## config.mk

```make
export PLATFORM = sky130hd
export DESIGN_NAME = update_session_controller_flat
export DESIGN_NICKNAME = d
export VERILOG_FILES = /design/src/sv/usc_pkg.sv /design/src/sv/usc_ifs.sv /design/src/sv/usc_front.sv /design/src/sv/usc_fifo.sv /design/src/sv/usc_back.sv /design/src/sv/update_session_controller.sv /design/src/flat_wrapper.sv
export SDC_FILE = /design/constraint.sdc
export NUM_CORES = 1
export LEC_CHECK = 0
export BUFFER_PORTS_ARGS = -buffer_cell sky130_fd_sc_hd__buf_2
export CORE_ASPECT_RATIO = 0.5
export CORE_MARGIN = 1
export CORE_UTILIZATION = 30
export DETAILED_ROUTE_END_ITERATION = 10
export MAX_ROUTING_LAYER = met4
export PLACE_DENSITY_LB_ADDON = 0.05
export REMOVE_ABC_BUFFERS = 1
export SETUP_SLACK_MARGIN = 0.3
export SYNTH_ARGS = -nofsm -noshare
export SYNTH_HDL_FRONTEND = slang
export SYNTH_SLANG_ARGS = --single-unit
```

## constraint.sdc

```tcl
create_clock -name i_clk -period 12.7 [get_ports i_clk]
set_input_delay 0.635 -clock i_clk [delete_from_list [all_inputs] [get_ports i_clk]]
set_output_delay 0.635 -clock i_clk [all_outputs]
set_load 0.01 [all_outputs]
```

## src/sv/usc_pkg.sv

```systemverilog
// ============================================================================
// usc_pkg
// Types and constants shared by the update session controller modules.
// ============================================================================
package usc_pkg;

    // raw command codes as they arrive on the input channel
    localparam logic [3:0] CMD_TICK     = 4'd0;
    localparam logic [3:0] CMD_BEGIN    = 4'd1;
    localparam logic [3:0] CMD_CONFIRM  = 4'd2;
    localparam logic [3:0] CMD_DENY     = 4'd3;
    localparam logic [3:0] CMD_WRITE    = 4'd4;
    localparam logic [3:0] CMD_END      = 4'd5;
    localparam logic [3:0] CMD_ABORT    = 4'd6;
    localparam logic [3:0] CMD_LINKLOST = 4'd7;
    localparam logic [3:0] CMD_IDREJECT = 4'd8;

    // configuration register indexes
    localparam int          CFG_IDX_W    = 3;
    localparam int          CFG_DATA_W   = 32;
    localparam logic [2:0]  CFG_CAPACITY = 3'd0;
    localparam logic [2:0]  CFG_MIN_BATT = 3'd1;
    localparam logic [2:0]  CFG_CONF_TMO = 3'd2;
    localparam logic [2:0]  CFG_RECV_TMO = 3'd3;
    localparam logic [2:0]  CFG_PWR_EN   = 3'd4;

    // configuration reset values and field widths
    localparam int          CAP_W             = 24;
    localparam int          BATT_W            = 7;
    localparam int          TMO_W             = 32;
    localparam logic [23:0] CAP_RESET         = 24'hFF_FFFF;
    localparam logic [6:0]  BATT_RESET        = 7'd30;
    localparam logic [31:0] CONF_TMO_RESET    = 32'd60000;
    localparam logic [31:0] RECV_TMO_RESET    = 32'd10000;

    // command queue between front and back
    localparam int QUEUE_DEPTH = 2;
    localparam int QUEUE_PTR_W = 1;
    localparam int QUEUE_CNT_W = 2;

    typedef enum logic [1:0] {
        PH_IDLE    = 2'd0,
        PH_CONFIRM = 2'd1,
        PH_RECEIVE = 2'd2,
        PH_REBOOT  = 2'd3
    } t_phase;

    typedef enum logic [3:0] {
        ERR_NONE      = 4'd0,
        ERR_BAD_IMAGE = 4'd1,
        ERR_TOO_LARGE = 4'd2,
        ERR_LOW_POWER = 4'd3,
        ERR_DENIED    = 4'd4,
        ERR_SEQ_GAP   = 4'd5,
        ERR_LINK_LOST = 4'd6,
        ERR_TIMEOUT   = 4'd7,
        ERR_TARGET    = 4'd8,
        ERR_PROJECT   = 4'd9
    } t_err;

    // classified operation; unused command codes become OP_IGNORE
    typedef enum logic [3:0] {
        OP_TICK     = 4'd0,
        OP_BEGIN    = 4'd1,
        OP_CONFIRM  = 4'd2,
        OP_DENY     = 4'd3,
        OP_WRITE    = 4'd4,
        OP_END      = 4'd5,
        OP_ABORT    = 4'd6,
        OP_LINKLOST = 4'd7,
        OP_IDREJECT = 4'd8,
        OP_IGNORE   = 4'd9
    } t_op;

    // phase-independent checks worked out by the front
    typedef struct packed {
        t_op  op;
        t_err begin_err;
        logic power_ok;
        logic backend_ok;
        logic project_matches;
        logic cnt_zero;
    } t_cls;

    // timeout settings handed to the back
    typedef struct packed {
        logic [31:0] confirm_ms;
        logic [31:0] receive_ms;
    } t_tmo;

endpackage

```

## src/sv/usc_ifs.sv

```systemverilog
// ============================================================================
// usc interfaces
// Command, result and configuration channels of the update session controller.
// ============================================================================
interface usc_in_if #(
    parameter int SIZE_BITS = 24,
    parameter int TIME_BITS = 32
);
    logic                 valid;
    logic                 ready;
    logic [3:0]           cmd;
    logic [TIME_BITS-1:0] now_ms;
    logic [SIZE_BITS-1:0] byte_count;
    logic [SIZE_BITS-1:0] chunk_offset;
    logic                 header_valid;
    logic                 power_valid;
    logic                 external_power;
    logic [6:0]           battery_percent;
    logic                 backend_ok;
    logic                 project_matches;

    modport source (
        output valid, cmd, now_ms, byte_count, chunk_offset, header_valid,
               power_valid, external_power, battery_percent, backend_ok,
               project_matches,
        input  ready
    );
    modport sink (
        input  valid, cmd, now_ms, byte_count, chunk_offset, header_valid,
               power_valid, external_power, battery_percent, backend_ok,
               project_matches,
        output ready
    );
endinterface

interface usc_out_if #(
    parameter int SIZE_BITS  = 24,
    parameter int COUNT_BITS = 16
);
    logic                  valid;
    logic                  ready;
    logic                  accepted;
    logic [1:0]            phase;
    logic [3:0]            error_code;
    logic [SIZE_BITS-1:0]  bytes_received;
    logic [SIZE_BITS-1:0]  image_bytes;
    logic [COUNT_BITS-1:0] failures;
    logic                  storage_abort;

    modport source (
        output valid, accepted, phase, error_code, bytes_received, image_bytes,
               failures, storage_abort,
        input  ready
    );
    modport sink (
        input  valid, accepted, phase, error_code, bytes_received, image_bytes,
               failures, storage_abort,
        output ready
    );
endinterface

interface usc_cfg_if;
    logic                            valid;
    logic                            ready;
    logic [usc_pkg::CFG_IDX_W-1:0]   index;
    logic [usc_pkg::CFG_DATA_W-1:0]  data;

    modport source (output valid, index, data, input ready);
    modport sink   (input valid, index, data, output ready);
endinterface

```

## src/sv/usc_front.sv

```systemverilog
// ============================================================================
// usc_front
// Holds the configuration registers, takes command beats and classifies them
// (opcode decode, begin checks, power check) before they enter the queue.
// ============================================================================
module usc_front #(
    parameter int SIZE_BITS = 24,
    parameter int TIME_BITS = 32
) (
    input  logic          i_clk,
    input  logic          i_rst_n,
    usc_in_if.sink        i_cmd,
    usc_cfg_if.sink       i_cfg,
    input  logic          i_push_ready,
    output logic          o_push_valid,
    output usc_pkg::t_cls o_cls,
    output usc_pkg::t_tmo o_tmo
);

    logic [SIZE_BITS-1:0]        r_cap;
    logic [usc_pkg::BATT_W-1:0]  r_batt;
    logic [usc_pkg::TMO_W-1:0]   r_conf_tmo;
    logic [usc_pkg::TMO_W-1:0]   r_recv_tmo;
    logic                        r_pwr_en;

    // configuration writes, always ready
    assign i_cfg.ready = 1'b1;

    always_ff @(posedge i_clk) begin
        if (!i_rst_n) begin
            r_cap      <= SIZE_BITS'(usc_pkg::CAP_RESET);
            r_batt     <= usc_pkg::BATT_RESET;
            r_conf_tmo <= usc_pkg::CONF_TMO_RESET;
            r_recv_tmo <= usc_pkg::RECV_TMO_RESET;
            r_pwr_en   <= 1'b0;
        end else if (i_cfg.valid) begin
            case (i_cfg.index)
                usc_pkg::CFG_CAPACITY: r_cap <= SIZE_BITS'(i_cfg.data[usc_pkg::CAP_W-1:0]);
                usc_pkg::CFG_MIN_BATT: r_batt <= i_cfg.data[usc_pkg::BATT_W-1:0];
                usc_pkg::CFG_CONF_TMO: r_conf_tmo <= i_cfg.data[usc_pkg::TMO_W-1:0];
                usc_pkg::CFG_RECV_TMO: r_recv_tmo <= i_cfg.data[usc_pkg::TMO_W-1:0];
                usc_pkg::CFG_PWR_EN:   r_pwr_en <= i_cfg.data[0];
                default: ;
            endcase
        end
    end

    assign o_tmo.confirm_ms = r_conf_tmo;
    assign o_tmo.receive_ms = r_recv_tmo;

    // handshake passes straight to the queue
    assign o_push_valid = i_cmd.valid;
    assign i_cmd.ready  = i_push_ready;

    // opcode decode
    always_comb begin
        case (i_cmd.cmd)
            usc_pkg::CMD_TICK:     o_cls.op = usc_pkg::OP_TICK;
            usc_pkg::CMD_BEGIN:    o_cls.op = usc_pkg::OP_BEGIN;
            usc_pkg::CMD_CONFIRM:  o_cls.op = usc_pkg::OP_CONFIRM;
            usc_pkg::CMD_DENY:     o_cls.op = usc_pkg::OP_DENY;
            usc_pkg::CMD_WRITE:    o_cls.op = usc_pkg::OP_WRITE;
            usc_pkg::CMD_END:      o_cls.op = usc_pkg::OP_END;
            usc_pkg::CMD_ABORT:    o_cls.op = usc_pkg::OP_ABORT;
            usc_pkg::CMD_LINKLOST: o_cls.op = usc_pkg::OP_LINKLOST;
            usc_pkg::CMD_IDREJECT: o_cls.op = usc_pkg::OP_IDREJECT;
            default:               o_cls.op = usc_pkg::OP_IGNORE;
        endcase
    end

    // power source check
    assign o_cls.power_ok = !r_pwr_en ||
                            (i_cmd.power_valid &&
                             (i_cmd.external_power || (i_cmd.battery_percent >= r_batt)));

    assign o_cls.cnt_zero        = (i_cmd.byte_count == '0);
    assign o_cls.backend_ok      = i_cmd.backend_ok;
    assign o_cls.project_matches = i_cmd.project_matches;

    // begin checks in priority order: empty image or header, size limit, power
    always_comb begin
        if (o_cls.cnt_zero || !i_cmd.header_valid) begin
            o_cls.begin_err = usc_pkg::ERR_BAD_IMAGE;
        end else if (i_cmd.byte_count > r_cap) begin
            o_cls.begin_err = usc_pkg::ERR_TOO_LARGE;
        end else if (!o_cls.power_ok) begin
            o_cls.begin_err = usc_pkg::ERR_LOW_POWER;
        end else begin
            o_cls.begin_err = usc_pkg::ERR_NONE;
        end
    end

endmodule

```

## src/sv/usc_fifo.sv

```systemverilog
// ============================================================================
// usc_fifo
// Short register queue that decouples the front from the back.
// ============================================================================
module usc_fifo #(
    parameter int WIDTH = 90
) (
    input  logic             i_clk,
    input  logic             i_rst_n,
    input  logic             i_push,
    input  logic [WIDTH-1:0] i_data,
    output logic             o_not_full,
    input  logic             i_pop,
    output logic             o_not_empty,
    output logic [WIDTH-1:0] o_data
);

    localparam int PW = usc_pkg::QUEUE_PTR_W;
    localparam int CW = usc_pkg::QUEUE_CNT_W;

    logic [WIDTH-1:0] r_mem [usc_pkg::QUEUE_DEPTH];
    logic [PW-1:0]    r_wr_ptr;
    logic [PW-1:0]    r_rd_ptr;
    logic [CW-1:0]    r_count;
    logic             wr_en;
    logic             rd_en;

    assign o_not_full  = (r_count != CW'(usc_pkg::QUEUE_DEPTH));
    assign o_not_empty = (r_count != '0);
    assign wr_en       = i_push && o_not_full;
    assign rd_en       = i_pop && o_not_empty;
    assign o_data      = r_mem[r_rd_ptr];

    // entry storage
    always_ff @(posedge i_clk) begin
        if (wr_en) begin
            r_mem[r_wr_ptr] <= i_data;
        end
    end

    // pointers and fill count
    always_ff @(posedge i_clk) begin
        if (!i_rst_n) begin
            r_wr_ptr <= '0;
            r_rd_ptr <= '0;
            r_count  <= '0;
        end else begin
            if (wr_en) begin
                r_wr_ptr <= (r_wr_ptr == PW'(usc_pkg::QUEUE_DEPTH - 1)) ? '0 : r_wr_ptr + 1'b1;
            end
            if (rd_en) begin
                r_rd_ptr <= (r_rd_ptr == PW'(usc_pkg::QUEUE_DEPTH - 1)) ? '0 : r_rd_ptr + 1'b1;
            end
            case ({wr_en, rd_en})
                2'b10:   r_count <= r_count + 1'b1;
                2'b01:   r_count <= r_count - 1'b1;
                default: r_count <= r_count;
            endcase
        end
    end

endmodule

```

## src/sv/usc_back.sv

```systemverilog
// ============================================================================
// usc_back
// Session sequencer: carries out classified commands against the phase,
// offset, size, timestamps and failure count, and drives the result register.
// ============================================================================
module usc_back #(
    parameter int SIZE_BITS  = 24,
    parameter int TIME_BITS  = 32,
    parameter int COUNT_BITS = 16
) (
    input  logic                 i_clk,
    input  logic                 i_rst_n,
    input  logic                 i_valid,
    output logic                 o_pop,
    input  usc_pkg::t_cls        i_cls,
    input  logic [TIME_BITS-1:0] i_now,
    input  logic [SIZE_BITS-1:0] i_cnt,
    input  logic [SIZE_BITS-1:0] i_off,
    input  usc_pkg::t_tmo        i_tmo,
    usc_out_if.source            o_rsp
);

    localparam int TW = (TIME_BITS > usc_pkg::TMO_W) ? TIME_BITS : usc_pkg::TMO_W;

    usc_pkg::t_phase       r_phase, n_phase;
    usc_pkg::t_err         r_err, n_err;
    logic [SIZE_BITS-1:0]  r_offset, n_offset;
    logic [SIZE_BITS-1:0]  r_size, n_size;
    logic [COUNT_BITS-1:0] r_fail, n_fail;
    logic [TIME_BITS-1:0]  r_start, n_start;
    logic [TIME_BITS-1:0]  r_activity, n_activity;
    logic                  r_active, n_active;
    logic                  r_out_valid;
    logic                  r_acc, n_acc;
    logic                  r_abort, n_abort;

    logic                  rst_req;
    usc_pkg::t_err         rst_err;
    logic                  active_now;
    logic [TIME_BITS-1:0]  conf_age;
    logic [TIME_BITS-1:0]  recv_age;
    logic                  conf_expired;
    logic                  recv_expired;
    logic [SIZE_BITS-1:0]  room;

    // take the next command when the result slot is free or being drained
    assign o_pop = i_valid && (!r_out_valid || o_rsp.ready);

    // timeout and room checks
    assign conf_age     = i_now - r_start;
    assign recv_age     = i_now - r_activity;
    assign conf_expired = (i_now > r_start) &&
                          (TW'(conf_age) >= TW'(i_tmo.confirm_ms));
    assign recv_expired = (i_now > r_activity) &&
                          (TW'(recv_age) >= TW'(i_tmo.receive_ms));
    assign room         = (r_offset <= r_size) ? (r_size - r_offset) : '0;

    // next state
    always_comb begin
        n_phase    = r_phase;
        n_err      = r_err;
        n_offset   = r_offset;
        n_size     = r_size;
        n_fail     = r_fail;
        n_start    = r_start;
        n_activity = r_activity;
        n_active   = r_active;
        n_acc      = 1'b0;
        n_abort    = 1'b0;
        rst_req    = 1'b0;
        rst_err    = usc_pkg::ERR_NONE;
        active_now = r_active;

        case (i_cls.op)
            usc_pkg::OP_TICK: begin
                if (r_phase == usc_pkg::PH_CONFIRM && conf_expired) begin
                    rst_req = 1'b1;
                    rst_err = usc_pkg::ERR_TIMEOUT;
                end else if (r_phase == usc_pkg::PH_RECEIVE && recv_expired) begin
                    rst_req = 1'b1;
                    rst_err = usc_pkg::ERR_LINK_LOST;
                end
            end
            usc_pkg::OP_BEGIN: begin
                if (r_phase == usc_pkg::PH_IDLE) begin
                    if (i_cls.begin_err != usc_pkg::ERR_NONE) begin
                        rst_req = 1'b1;
                        rst_err = i_cls.begin_err;
                    end else begin
                        n_phase    = usc_pkg::PH_CONFIRM;
                        n_err      = usc_pkg::ERR_NONE;
                        n_offset   = '0;
                        n_size     = i_cnt;
                        n_start    = i_now;
                        n_activity = i_now;
                        n_acc      = 1'b1;
                    end
                end
            end
            usc_pkg::OP_CONFIRM: begin
                if (r_phase == usc_pkg::PH_CONFIRM) begin
                    if (!i_cls.power_ok) begin
                        rst_req = 1'b1;
                        rst_err = usc_pkg::ERR_LOW_POWER;
                    end else if (!i_cls.backend_ok) begin
                        rst_req = 1'b1;
                        rst_err = usc_pkg::ERR_BAD_IMAGE;
                    end else begin
                        n_active   = 1'b1;
                        n_phase    = usc_pkg::PH_RECEIVE;
                        n_start    = i_now;
                        n_activity = i_now;
                        n_acc      = 1'b1;
                    end
                end
            end
            usc_pkg::OP_DENY: begin
                if (r_phase == usc_pkg::PH_CONFIRM) begin
                    rst_req = 1'b1;
                    rst_err = usc_pkg::ERR_DENIED;
                    n_acc   = 1'b1;
                end
            end
            usc_pkg::OP_WRITE: begin
                if (r_phase == usc_pkg::PH_RECEIVE && !i_cls.cnt_zero) begin
                    if (i_off != r_offset || i_cnt > room) begin
                        rst_req = 1'b1;
                        rst_err = usc_pkg::ERR_SEQ_GAP;
                    end else if (!i_cls.backend_ok) begin
                        rst_req = 1'b1;
                        rst_err = usc_pkg::ERR_BAD_IMAGE;
                    end else begin
                        n_offset   = r_offset + i_cnt;
                        n_activity = i_now;
                        n_acc      = 1'b1;
                    end
                end
            end
            usc_pkg::OP_END: begin
                if (r_phase == usc_pkg::PH_RECEIVE) begin
                    if (r_offset != r_size) begin
                        rst_req = 1'b1;
                        rst_err = usc_pkg::ERR_BAD_IMAGE;
                    end else begin
                        // backend is finished, not aborted
                        active_now = 1'b0;
                        n_active   = 1'b0;
                        if (!i_cls.backend_ok) begin
                            rst_req = 1'b1;
                            rst_err = usc_pkg::ERR_BAD_IMAGE;
                        end else begin
                            n_phase = usc_pkg::PH_REBOOT;
                            n_err   = usc_pkg::ERR_NONE;
                            n_acc   = 1'b1;
                        end
                    end
                end
            end
            usc_pkg::OP_ABORT: begin
                rst_req = 1'b1;
                rst_err = usc_pkg::ERR_NONE;
            end
            usc_pkg::OP_LINKLOST: begin
                if (r_phase == usc_pkg::PH_CONFIRM || r_phase == usc_pkg::PH_RECEIVE) begin
                    rst_req = 1'b1;
                    rst_err = usc_pkg::ERR_LINK_LOST;
                end
            end
            usc_pkg::OP_IDREJECT: begin
                if (r_phase == usc_pkg::PH_IDLE) begin
                    rst_req = 1'b1;
                    rst_err = i_cls.project_matches ? usc_pkg::ERR_TARGET
                                                    : usc_pkg::ERR_PROJECT;
                end
            end
            default: ;
        endcase

        // session reset
        if (rst_req) begin
            n_abort    = active_now;
            n_active   = 1'b0;
            n_phase    = usc_pkg::PH_IDLE;
            n_err      = rst_err;
            n_offset   = '0;
            n_size     = '0;
            n_start    = '0;
            n_activity = '0;
            if (rst_err != usc_pkg::ERR_NONE) begin
                n_fail = r_fail + COUNT_BITS'(1);
            end
        end
    end

    // session state, updated once per command
    always_ff @(posedge i_clk) begin
        if (!i_rst_n) begin
            r_phase    <= usc_pkg::PH_IDLE;
            r_err      <= usc_pkg::ERR_NONE;
            r_offset   <= '0;
            r_size     <= '0;
            r_fail     <= '0;
            r_start    <= '0;
            r_activity <= '0;
            r_active   <= 1'b0;
        end else if (o_pop) begin
            r_phase    <= n_phase;
            r_err      <= n_err;
            r_offset   <= n_offset;
            r_size     <= n_size;
            r_fail     <= n_fail;
            r_start    <= n_start;
            r_activity <= n_activity;
            r_active   <= n_active;
        end
    end

    // result register; state fields show the state after the held command
    always_ff @(posedge i_clk) begin
        if (!i_rst_n) begin
            r_out_valid <= 1'b0;
        end else if (o_pop) begin
            r_out_valid <= 1'b1;
        end else if (o_rsp.ready) begin
            r_out_valid <= 1'b0;
        end
    end

    always_ff @(posedge i_clk) begin
        if (o_pop) begin
            r_acc   <= n_acc;
            r_abort <= n_abort;
        end
    end

    // result beat
    assign o_rsp.valid          = r_out_valid;
    assign o_rsp.accepted       = r_acc;
    assign o_rsp.phase          = r_phase;
    assign o_rsp.error_code     = r_err;
    assign o_rsp.bytes_received = r_offset;
    assign o_rsp.image_bytes    = r_size;
    assign o_rsp.failures       = r_fail;
    assign o_rsp.storage_abort  = r_abort;

    // storage backend is only open while receiving
    a_active_in_receive: assert property (@(posedge i_clk) disable iff (!i_rst_n)
        r_active |-> (r_phase == usc_pkg::PH_RECEIVE))
        else $error("storage active outside receiving phase");

    // idle phase carries no session
    a_idle_clear: assert property (@(posedge i_clk) disable iff (!i_rst_n)
        (r_phase == usc_pkg::PH_IDLE) |-> (r_offset == '0 && r_size == '0))
        else $error("idle phase with leftover offset or size");

    // offset never passes the announced size
    a_offset_bound: assert property (@(posedge i_clk) disable iff (!i_rst_n)
        r_offset <= r_size)
        else $error("offset beyond image size");

    // failure count moves only together with an error
    a_fail_with_err: assert property (@(posedge i_clk) disable iff (!i_rst_n)
        !$stable(r_fail) |-> (r_err != usc_pkg::ERR_NONE))
        else $error("failure count changed without an error");

    // an abort beat always reports the idle phase
    a_abort_idle: assert property (@(posedge i_clk) disable iff (!i_rst_n)
        (r_out_valid && r_abort) |-> (r_phase == usc_pkg::PH_IDLE))
        else $error("storage abort outside idle phase");

endmodule

```

## src/sv/update_session_controller.sv

```systemverilog
// ============================================================================
// update_session_controller
// Path: a command beat is written into the queue, the back takes it from the
// queue and its result beat is held in the result register until taken.
// Throughput: one command per cycle while the receiver takes results; the
// two-entry queue plus result register keep both sides stalling apart.
// Reset (synchronous, active low): phase idle, counters and times cleared,
// queue and result register empty, configuration at its default values.
// ============================================================================
module update_session_controller #(
    parameter int SIZE_BITS  = 24,
    parameter int TIME_BITS  = 32,
    parameter int COUNT_BITS = 16
) (
    input  logic      i_clk,
    input  logic      i_rst_n,
    usc_in_if.sink    i_cmd,
    usc_cfg_if.sink   i_cfg,
    usc_out_if.source o_rsp
);

    localparam int CLS_W   = $bits(usc_pkg::t_cls);
    localparam int ENTRY_W = CLS_W + TIME_BITS + 2 * SIZE_BITS;

    usc_pkg::t_cls        front_cls;
    usc_pkg::t_cls        back_cls;
    usc_pkg::t_tmo        tmo;
    logic                 push_valid;
    logic                 push_ready;
    logic                 q_valid;
    logic                 pop;
    logic [ENTRY_W-1:0]   q_in;
    logic [ENTRY_W-1:0]   q_out;
    logic [TIME_BITS-1:0] q_now;
    logic [SIZE_BITS-1:0] q_cnt;
    logic [SIZE_BITS-1:0] q_off;

    // front: configuration and classification
    usc_front #(
        .SIZE_BITS (SIZE_BITS),
        .TIME_BITS (TIME_BITS)
    ) u_front (
        .i_clk        (i_clk),
        .i_rst_n      (i_rst_n),
        .i_cmd        (i_cmd),
        .i_cfg        (i_cfg),
        .i_push_ready (push_ready),
        .o_push_valid (push_valid),
        .o_cls        (front_cls),
        .o_tmo        (tmo)
    );

    // queue entry packing
    assign q_in = {front_cls, i_cmd.now_ms, i_cmd.byte_count, i_cmd.chunk_offset};

    usc_fifo #(
        .WIDTH (ENTRY_W)
    ) u_fifo (
        .i_clk       (i_clk),
        .i_rst_n     (i_rst_n),
        .i_push      (push_valid),
        .i_data      (q_in),
        .o_not_full  (push_ready),
        .i_pop       (pop),
        .o_not_empty (q_valid),
        .o_data      (q_out)
    );

    assign {back_cls, q_now, q_cnt, q_off} = q_out;

    // back: session sequencer and result register
    usc_back #(
        .SIZE_BITS  (SIZE_BITS),
        .TIME_BITS  (TIME_BITS),
        .COUNT_BITS (COUNT_BITS)
    ) u_back (
        .i_clk   (i_clk),
        .i_rst_n (i_rst_n),
        .i_valid (q_valid),
        .o_pop   (pop),
        .i_cls   (back_cls),
        .i_now   (q_now),
        .i_cnt   (q_cnt),
        .i_off   (q_off),
        .i_tmo   (tmo),
        .o_rsp   (o_rsp)
    );

endmodule

```

## src/flat_wrapper.sv

```systemverilog
// flat-port wrapper written by rule: the top's interface ports become plain ports
module update_session_controller_flat 
#(
    parameter int SIZE_BITS  = 24,
    parameter int TIME_BITS  = 32,
    parameter int COUNT_BITS = 16
)
  (i_clk, i_rst_n, i_cmd_valid, i_cmd_cmd, i_cmd_now_ms, i_cmd_byte_count, i_cmd_chunk_offset, i_cmd_header_valid, i_cmd_power_valid, i_cmd_external_power, i_cmd_battery_percent, i_cmd_backend_ok, i_cmd_project_matches, i_cmd_ready, i_cfg_valid, i_cfg_index, i_cfg_data, i_cfg_ready, o_rsp_valid, o_rsp_accepted, o_rsp_phase, o_rsp_error_code, o_rsp_bytes_received, o_rsp_image_bytes, o_rsp_failures, o_rsp_storage_abort, o_rsp_ready);
  usc_in_if #(.SIZE_BITS(SIZE_BITS), .TIME_BITS(TIME_BITS)) i_cmd_i ();
  usc_cfg_if i_cfg_i ();
  usc_out_if #(.SIZE_BITS(SIZE_BITS), .COUNT_BITS(COUNT_BITS)) o_rsp_i ();
  input  logic i_clk;
  input  logic i_rst_n;
  input wire logic [$bits(i_cmd_i.valid)-1:0] i_cmd_valid;
  input wire logic [$bits(i_cmd_i.cmd)-1:0] i_cmd_cmd;
  input wire logic [$bits(i_cmd_i.now_ms)-1:0] i_cmd_now_ms;
  input wire logic [$bits(i_cmd_i.byte_count)-1:0] i_cmd_byte_count;
  input wire logic [$bits(i_cmd_i.chunk_offset)-1:0] i_cmd_chunk_offset;
  input wire logic [$bits(i_cmd_i.header_valid)-1:0] i_cmd_header_valid;
  input wire logic [$bits(i_cmd_i.power_valid)-1:0] i_cmd_power_valid;
  input wire logic [$bits(i_cmd_i.external_power)-1:0] i_cmd_external_power;
  input wire logic [$bits(i_cmd_i.battery_percent)-1:0] i_cmd_battery_percent;
  input wire logic [$bits(i_cmd_i.backend_ok)-1:0] i_cmd_backend_ok;
  input wire logic [$bits(i_cmd_i.project_matches)-1:0] i_cmd_project_matches;
  output wire logic [$bits(i_cmd_i.ready)-1:0] i_cmd_ready;
  input wire logic [$bits(i_cfg_i.valid)-1:0] i_cfg_valid;
  input wire logic [$bits(i_cfg_i.index)-1:0] i_cfg_index;
  input wire logic [$bits(i_cfg_i.data)-1:0] i_cfg_data;
  output wire logic [$bits(i_cfg_i.ready)-1:0] i_cfg_ready;
  output wire logic [$bits(o_rsp_i.valid)-1:0] o_rsp_valid;
  output wire logic [$bits(o_rsp_i.accepted)-1:0] o_rsp_accepted;
  output wire logic [$bits(o_rsp_i.phase)-1:0] o_rsp_phase;
  output wire logic [$bits(o_rsp_i.error_code)-1:0] o_rsp_error_code;
  output wire logic [$bits(o_rsp_i.bytes_received)-1:0] o_rsp_bytes_received;
  output wire logic [$bits(o_rsp_i.image_bytes)-1:0] o_rsp_image_bytes;
  output wire logic [$bits(o_rsp_i.failures)-1:0] o_rsp_failures;
  output wire logic [$bits(o_rsp_i.storage_abort)-1:0] o_rsp_storage_abort;
  input wire logic [$bits(o_rsp_i.ready)-1:0] o_rsp_ready;
  assign i_cmd_i.valid = i_cmd_valid;
  assign i_cmd_i.cmd = i_cmd_cmd;
  assign i_cmd_i.now_ms = i_cmd_now_ms;
  assign i_cmd_i.byte_count = i_cmd_byte_count;
  assign i_cmd_i.chunk_offset = i_cmd_chunk_offset;
  assign i_cmd_i.header_valid = i_cmd_header_valid;
  assign i_cmd_i.power_valid = i_cmd_power_valid;
  assign i_cmd_i.external_power = i_cmd_external_power;
  assign i_cmd_i.battery_percent = i_cmd_battery_percent;
  assign i_cmd_i.backend_ok = i_cmd_backend_ok;
  assign i_cmd_i.project_matches = i_cmd_project_matches;
  assign i_cmd_ready = i_cmd_i.ready;
  assign i_cfg_i.valid = i_cfg_valid;
  assign i_cfg_i.index = i_cfg_index;
  assign i_cfg_i.data = i_cfg_data;
  assign i_cfg_ready = i_cfg_i.ready;
  assign o_rsp_valid = o_rsp_i.valid;
  assign o_rsp_accepted = o_rsp_i.accepted;
  assign o_rsp_phase = o_rsp_i.phase;
  assign o_rsp_error_code = o_rsp_i.error_code;
  assign o_rsp_bytes_received = o_rsp_i.bytes_received;
  assign o_rsp_image_bytes = o_rsp_i.image_bytes;
  assign o_rsp_failures = o_rsp_i.failures;
  assign o_rsp_storage_abort = o_rsp_i.storage_abort;
  assign o_rsp_i.ready = o_rsp_ready;
  update_session_controller #(.SIZE_BITS(SIZE_BITS), .TIME_BITS(TIME_BITS), .COUNT_BITS(COUNT_BITS)) u_core (.i_clk(i_clk), .i_rst_n(i_rst_n), .i_cmd(i_cmd_i), .i_cfg(i_cfg_i), .o_rsp(o_rsp_i));
endmodule
```

==> results of run 1 <==
-- path summary, 6_finish.rpt --
| path | startpoint | endpoint | depth (start not counted) |
|---|---|---|---|
| setup / recovery | register | u_core.u_back.o_rsp.bytes_received[2] | 26 |
| hold / removal | i_cmd_now_ms[0] | u_core.u_fifo.r_mem[0][48] | 1 |
| setup reg to reg | register | u_core.u_back.o_rsp.bytes_received[2] | 26 |
| hold reg to reg | u_core.u_front.r_recv_tmo[6] | u_core.u_front.r_recv_tmo[6] | 2 |
-- kinds of logic after synthesis --
| kind of cell | Yosys count | synth area share [%] |
|---|---|---|
| muxes | 159 | 6.85 |
| DFF | 419 | 42.1 |
| buffers and inverters | 312 | 5.07 |
| other | 1 | 0.0155 |
| adders and majority gates | 239 | 12.5 |
| and+or+nand+nor | 744 | 14.5 |
| AOI/OAI and AO/OA | 550 | 14.6 |
| xor gates and xnor gates | 122 | 4.41 |
-- power breakdown --
group	internal (W)	leakage (nW)	switching, W
combinational	0.00100	6.46	0.00148
clock	0.000866	0.774	0.000584
sequential	0.00157	3.62	0.0000610
-- layout by cell type, fill, tap and decap left out, drive strengths merged, types with 7 or more instances in the layout --
cell,count
nand2,274
dfxtp,237
ha,235
buf,230
inv,224
a21oi,205
edfxtp,182
nor2,164
mux2i,103
xnor2,83
o21ai,83
nand3,59
mux2,56
clkbuf,55
and3,48
o211ai,44
a21o,43
xor2,39
nand4,38
or3,30
nor2b,29
o21a,26
nand2b,24
nor3,23
a32o,22
a211oi,20
nor4,19
a31oi,18
o21bai,17
o31ai,15
clkinv,15
bufinv,10
or4,8
a2111oi,7
and2,7
-- sequential cells by signal, indices dropped and copies added, names as in the netlist, 2 cells and up, named ones only --
name                                count
u_core.u_fifo.r_mem                   180
u_core.u_back.r_activity               32
u_core.u_back.r_start                  32
u_core.u_front.r_conf_tmo              32
u_core.u_front.r_recv_tmo              32
u_core.u_back.o_rsp.bytes_received     24
u_core.u_back.o_rsp.image_bytes        24
u_core.u_front.r_cap                   24
u_core.u_back.o_rsp.failures           16
u_core.u_front.r_batt                   7
u_core.u_back.o_rsp.error_code          4
u_core.u_back.o_rsp.phase               2
u_core.u_fifo.r_count                   2
-- routing by layer --
layer,vias up,track usage [%],wire length [um]
met2,280,27.6,32000
li1,9496,-,-
met3,92,2.29,2190
met5,-,-,0
met1,8802,26.8,39000
met4,0,4.72,1610
-- metrics by stage --
| step | cell area, um^2 | util, % | total power [W] | hold slack, ns | worst slack [ns] |
|---|---|---|---|---|---|
| 6_report | 28100 | 35.2 | 0.00557 | 0.230 | 4.23 |
| 3_5_place_dp | 26500 | 33.2 | 0.00416 | 0.446 | 4.09 |
| 2_1_floorplan | 23900 | - | 0.00344 | 0.436 | 2.33 |
| 5_1_grt | 28100 | 35.2 | 0.00601 | 0.195 | 3.58 |
| 3_3_place_gp | 26500 | 33.2 | 0.00417 | 0.443 | 4.28 |
| 4_1_cts | 28100 | 35.2 | 0.00565 | 0.186 | 4.05 |
-- area by class of cell --
class	count	area [um^2]
multi-input cells	1815	12900
inverters	222	838
repair buffers	230	1200
clock inverters	27	393
flip-flops and latches	419	10200
clock buffers	55	1180
fillers	8240	51700
diodes	4	10.0
well taps	1087	1360
==> run summary, run 1 <==
Rel. slew slack - 18.5%
RSZ-0062 raised after global routing - no
Fraction of layout cells with a size suffix above 1 - 13.5%
Critical Path AT - 9.00 ns
Die area - 82,000 um^2
Ys flop type - dfxtp_1
Synth cell count leaders - nand2_1, dfxtp_1, ha_1
Post-synth top area share - 22.5%
Vias - 18,670
Setup Buffers After CTS - 0
Maxcap violations - 0
Setup slack, reg-to-reg - 4.23 ns
Layout Skew - 0.0173 ns
DR WL/cell - 19.4 um
Min Clock Period, post-route - 8.47 ns
# H-tree levels - 2
Die Height - 203 um
Seq/Total Area, Yosys - 42.1%
Worst skew pair latency - 0.60 ns
Reg clk slew, reported paths - 0.07 ns
Post-CTS Resized - 0
Setup TNS - 0 ns
Delay-heaviest family, CP - compound AO/OA/AOI/OAI gates
Layout area overhead - 15.8%
DP HPWL - 55,700 um
CTS root buf - clkbuf_16
Post-synth EDFFs - 182
Final setup vio count - 0
Final hold violations - 0
Vias per std cell - 4.84
PortBufs - 209
Synth top area cells - edfxtp_1, dfxtp_1, ha_1
Peak Freq - 0.118 GHz
Worst Max-Slew Pin Slew - 1.22 ns
Top-count cell post-synth - nand2_1
Synth Cell Area - 24,200 um^2
Row cnt - 73
Startpoint Class - register
Leakage power - 10.9 nW
Nets - 3,107
DRC Markers - 0
Synth warn - 0
First-pass GRT wire length - 114,000 um
Routed Antenna Nets - 0
Highest-delay cell along the critical path - or4_1
Final Routed Wirelength - 74,800 um
Worst VDD drop - 0.0928 mV
Die W - 404 um
Critical Path End Type - register
Synth cell types - 76
Worst Path Buf+Inv - 2
Longest Clk Path Bufs - 3
CTS Hold Buffers Added - 0
Critical path's largest stage delay - 0.71 ns
Ys async rst share - 0%
PD cells - 198 nW/um^2
Avg Cell Area, Syn - 9.52 um^2
1st-pass router iterations - 7
Hold WC Path Type - in2reg
Placed Instances - 3,773
Setup CP Type - reg2reg
Top cell by count, worst path - a21oi_1
Placer Congestion - 0.833
Vias in the first global route - 18,507
Yosys reg bits - 419
Initial Util - 30.4%
Syn Inst Count - 2,546
Final Max Tran Viols - 0
Initial antenna violation count - 7
Initial DRC count - 1,112
CTS buffer count - 44
GRT Overall Usage - 18.7%
CTS tree - done
Fin crit share - 66.7%
Core box area - 79,700 um^2
Outcome - completed
Post-route non-filler standard cell count - 3,859
Max Fanout on Critical Path - 37
Largest net degree at the start of global routing - 73
Worst path required time - 13.23 ns
I/O pins - 211
Clock sink total - 419
Total gr overflow - 0
Leading area contributor after synthesis - edfxtp_1
No activity file was read; power rests on OpenSTA's default activity.
==> run 2: changes to the inputs <==
ABC_AREA = 1   (was not set)
clock period = 7.2 ns   (was 12.7 ns; I/O delays follow)
==> run 2 against run 1 <==
Fmax is 34% higher. Worst hold slack worse by 0.18 ns. Core utilization is 1.1 points higher. Critical path depth is 7 higher.
==> run summary, run 2 <==
Critical path's largest stage delay - 0.53 ns (was 0.71 ns)
Final setup vio count - 0 (unchanged)
DP HPWL - 61,100 um (was 55,700 um)
Top-count cell post-synth - nand2_1 (unchanged)
Setup ws final - 0.862 ns (was 4.23 ns)
Commonest non-fill, non-tap cell in the layout - nand2_1 (unchanged)
Routed Antenna Nets - 0 (unchanged)
Maxcap violations - 0 (unchanged)
GRT Overall Usage - 19.6% (was 18.7%)
Min Clock Period, post-route - 6.34 ns (was 8.47 ns)
Worst skew pair latency - 0.60 ns (about the same)
Core box area - 82,500 um^2 (was 79,700 um^2)
Initial DRC count - 1,275 (was 1,112)
Setup slack, reg-to-reg - 0.86 ns (was 4.23 ns)
Die Height - 207 um (was 203 um)
Layout Skew - 0.0159 ns (was 0.0173 ns)
RSZ-0062 raised after global routing - yes (was no)
Avg Cell Area, Syn - 7.62 um^2 (was 9.52 um^2)
Post-route non-filler standard cell count - 4,736 (was 3,859)
Setup CP Type - reg2reg (unchanged)
Fin crit share - 88.0% (was 66.7%)
Hold Path End - u_core.u_fifo.r_mem[1][46] (was u_core.u_fifo.r_mem[0][48])
Most frequent cells in the layout - nand2_1, inv_1, nor2_1 (was nand2_1, dfxtp_1, ha_1)
Reg2Reg Depth - 33 (was 26)
Syn Inst Count - 3,313 (was 2,546)
# H-tree levels - 2 (unchanged)
Max Fanout on Critical Path - 63 (was 37)
Pre-CTS setup slack - 0.0786 ns (was 4.09 ns)
Largest net degree at the start of global routing - 73 (unchanged)
Longest Clk Path Bufs - 3 (unchanged)
Placed Instances - 4,558 (was 3,773)
Initial antenna violation count - 1 (was 7)
Critical Path End Type - register (unchanged)
Worst Max-Slew Pin Slew - 1.08 ns (was 1.22 ns)
Ys flop type - dfxtp_1 (unchanged)
First-pass GRT wire length - 126,000 um (was 114,000 um)
Vias in the first global route - 20,915 (was 18,507)
CTS buffer count - 45 (was 44)
Initial Util - 30.6% (was 30.4%)
Reg clk slew, reported paths - 0.07 ns (about the same)
Final hold violations - 0 (unchanged)
Leading area contributor after synthesis - edfxtp_1 (unchanged)
Top cell by count, worst path - nand2_1 (was a21oi_1)
Fraction of layout cells with a size suffix above 1 - 10.5% (was 13.5%)
Row cnt - 74 (was 73)
Synth warn - 0 (unchanged)
Layout area overhead - 18.6% (was 15.8%)
Final Max Tran Viols - 0 (unchanged)
Nets - 3,973 (was 3,107)
RR Endpoint - u_core.u_back.r_start[4] (was u_core.u_back.o_rsp.bytes_received[2])
Post-synth EDFFs - 182 (unchanged)
DRC Markers - 0 (unchanged)
Synth cell count leaders - nand2_1, inv_1, nor2_1 (was nand2_1, dfxtp_1, ha_1)
Critical Path AT - 6.82 ns (was 9.00 ns)
Vias - 21,937 (was 18,670)
Synth cell types - 53 (was 76)
Rel. slew slack - 27.9% (was 18.5%)
Final Routed Wirelength - 81,800 um (was 74,800 um)
Hold Startpoint - i_cmd_byte_count[22] (was i_cmd_now_ms[0])
Peak Freq - 0.158 GHz (was 0.118 GHz)
Highest-delay cell along the critical path - dfxtp_4 (was or4_1)
Post-synth top area share - 21.6% (was 22.5%)
CTS root buf - clkbuf_16 (unchanged)
CTS tree - done (unchanged)
Clock sink total - 419 (unchanged)
Synth top area cells - edfxtp_1, dfxtp_1, nand2_1 (was edfxtp_1, dfxtp_1, ha_1)
I/O pins - 211 (unchanged)
DR WL/cell - 17.3 um (was 19.4 um)
Max reg flops - 180 (unchanged)
Startpoint Class - register (unchanged)
Hold path depth - 1 (unchanged)
Synth Cell Area - 25,300 um^2 (was 24,200 um^2)
Hold WC Path Type - in2reg (unchanged)
Die W - 412 um (was 404 um)
Yosys reg bits - 419 (unchanged)
Placer Congestion - 0.884 (was 0.833)
Vias per std cell - 4.63 (was 4.84)
Total gr overflow - 0 (unchanged)
Worst path required time - 7.68 ns (was 13.23 ns)
Outcome - completed (unchanged)
Largest Register - u_core.u_fifo.r_mem (unchanged)
Seq/Total Area, Yosys - 40.4% (was 42.1%)
Ys async rst share - 0% (unchanged)
PortBufs - 209 (unchanged)
1st-pass router iterations - 5 (was 7)
Die area - 85,400 um^2 (was 82,000 um^2)
## run 2: cell types whose count changed in the layout (fill, tap and decap cells not counted), sizes merged, moves of 29 or more
cell	delta
nand2	+657
nor2	+189
inv	+136
nand3	+105
mux2i	-100
a21oi	+88
dlygate4sd3	+85
o21ai	+67
mux2	-56
xnor2	-55
and3	-48
or3	-30
nor2b	-29
## run 2: how the worst max path moves through the flow
stage / from / to / slack, ns / depth (start not counted)
after floorplan: register / u_core.u_back.r_activity[0] / -1.0 / 30
after global placement: u_core.u_back.o_rsp.bytes_received[3] / u_core.u_back.o_rsp.bytes_received[3] / 0.08 / 32
after detailed placement: u_core.u_back.o_rsp.bytes_received[3] / u_core.u_back.r_activity[11] / 0.08 / 33
after CTS: u_core.u_back.o_rsp.bytes_received[3] / u_core.u_back.o_rsp.bytes_received[3] / 0.35 / 32
after global routing: register / u_core.u_back.r_start[4] / 0.27 / 33
final: register / u_core.u_back.r_start[4] / 0.86 / 33
## run 2: timing repair
| item | in CTS | in global routing |
|---|---|---|
| endpoints found under the hold margin | 165 | 0 |
| pin swaps | 1 | 3 |
| endpoints found under the setup margin | 113 | 134 |
| setup buffers | 4 | 5 |
| hold buffers | 85 | 0 |
| resized for setup | 2 | 16 |
| gates cloned | 0 | 1 |
## run 2: logic make-up after synthesis
family	Yosys count	share of synthesized area, %
compound gates	557	12.2
xor+xnor	86	2.98
fa+ha+maj	239	12.0
buf+inv	459	7.27
flops	419	40.4
mux	3	0.119
other cells	1	0.0149
simple gates	1549	25.0
## run 2: worst max-delay path, delay by kind of cell (launching register included)
| kind | cells | cell delay, ns |
|---|---|---|
| fa+ha+maj | 2 | 0.67 |
| simple gates | 17 | 2.08 |
| compound gates | 8 | 1.75 |
| buf+inv | 5 | 0.96 |
| xor+xnor | 1 | 0.11 |
| flops | 1 | 0.53 |
## run 2: layer usage
layer	share of wire [%]	GRT usage, %
met1	52	27.9
met2	43	29.7
met4	1.6	3.79
met5	0	-
met3	3.3	2.37
## run 2: cell type report
class	count	area (um^2)
clock inverter	15	173
fill	8769	52600
tap	1102	1380
multi-input combinational	2435	13300
timing repair buffer	334	2260
inverter	362	1370
sequential	419	10200
timing repair inverter	1	7.51
clock buffer	66	1280
antenna	2	5.00
## run 2: per-stage QoR
step	area (um^2)	hold slack [ns]	setup TNS (ns)	utilization [%]
2_1_floorplan	24800	0.423	-116.63	-
3_3_place_gp	27500	0.435	0	33.3
3_5_place_dp	27500	0.440	0	33.3
4_1_cts	29800	0.00588	0	36.2
5_1_grt	29900	0.0168	0	36.3
6_report	29900	0.0493	0	36.3
Power of run 2 is left out: the tool's default activity adds up to more than one toggle a clock period on the data nets, which glitch-free logic cannot reach.
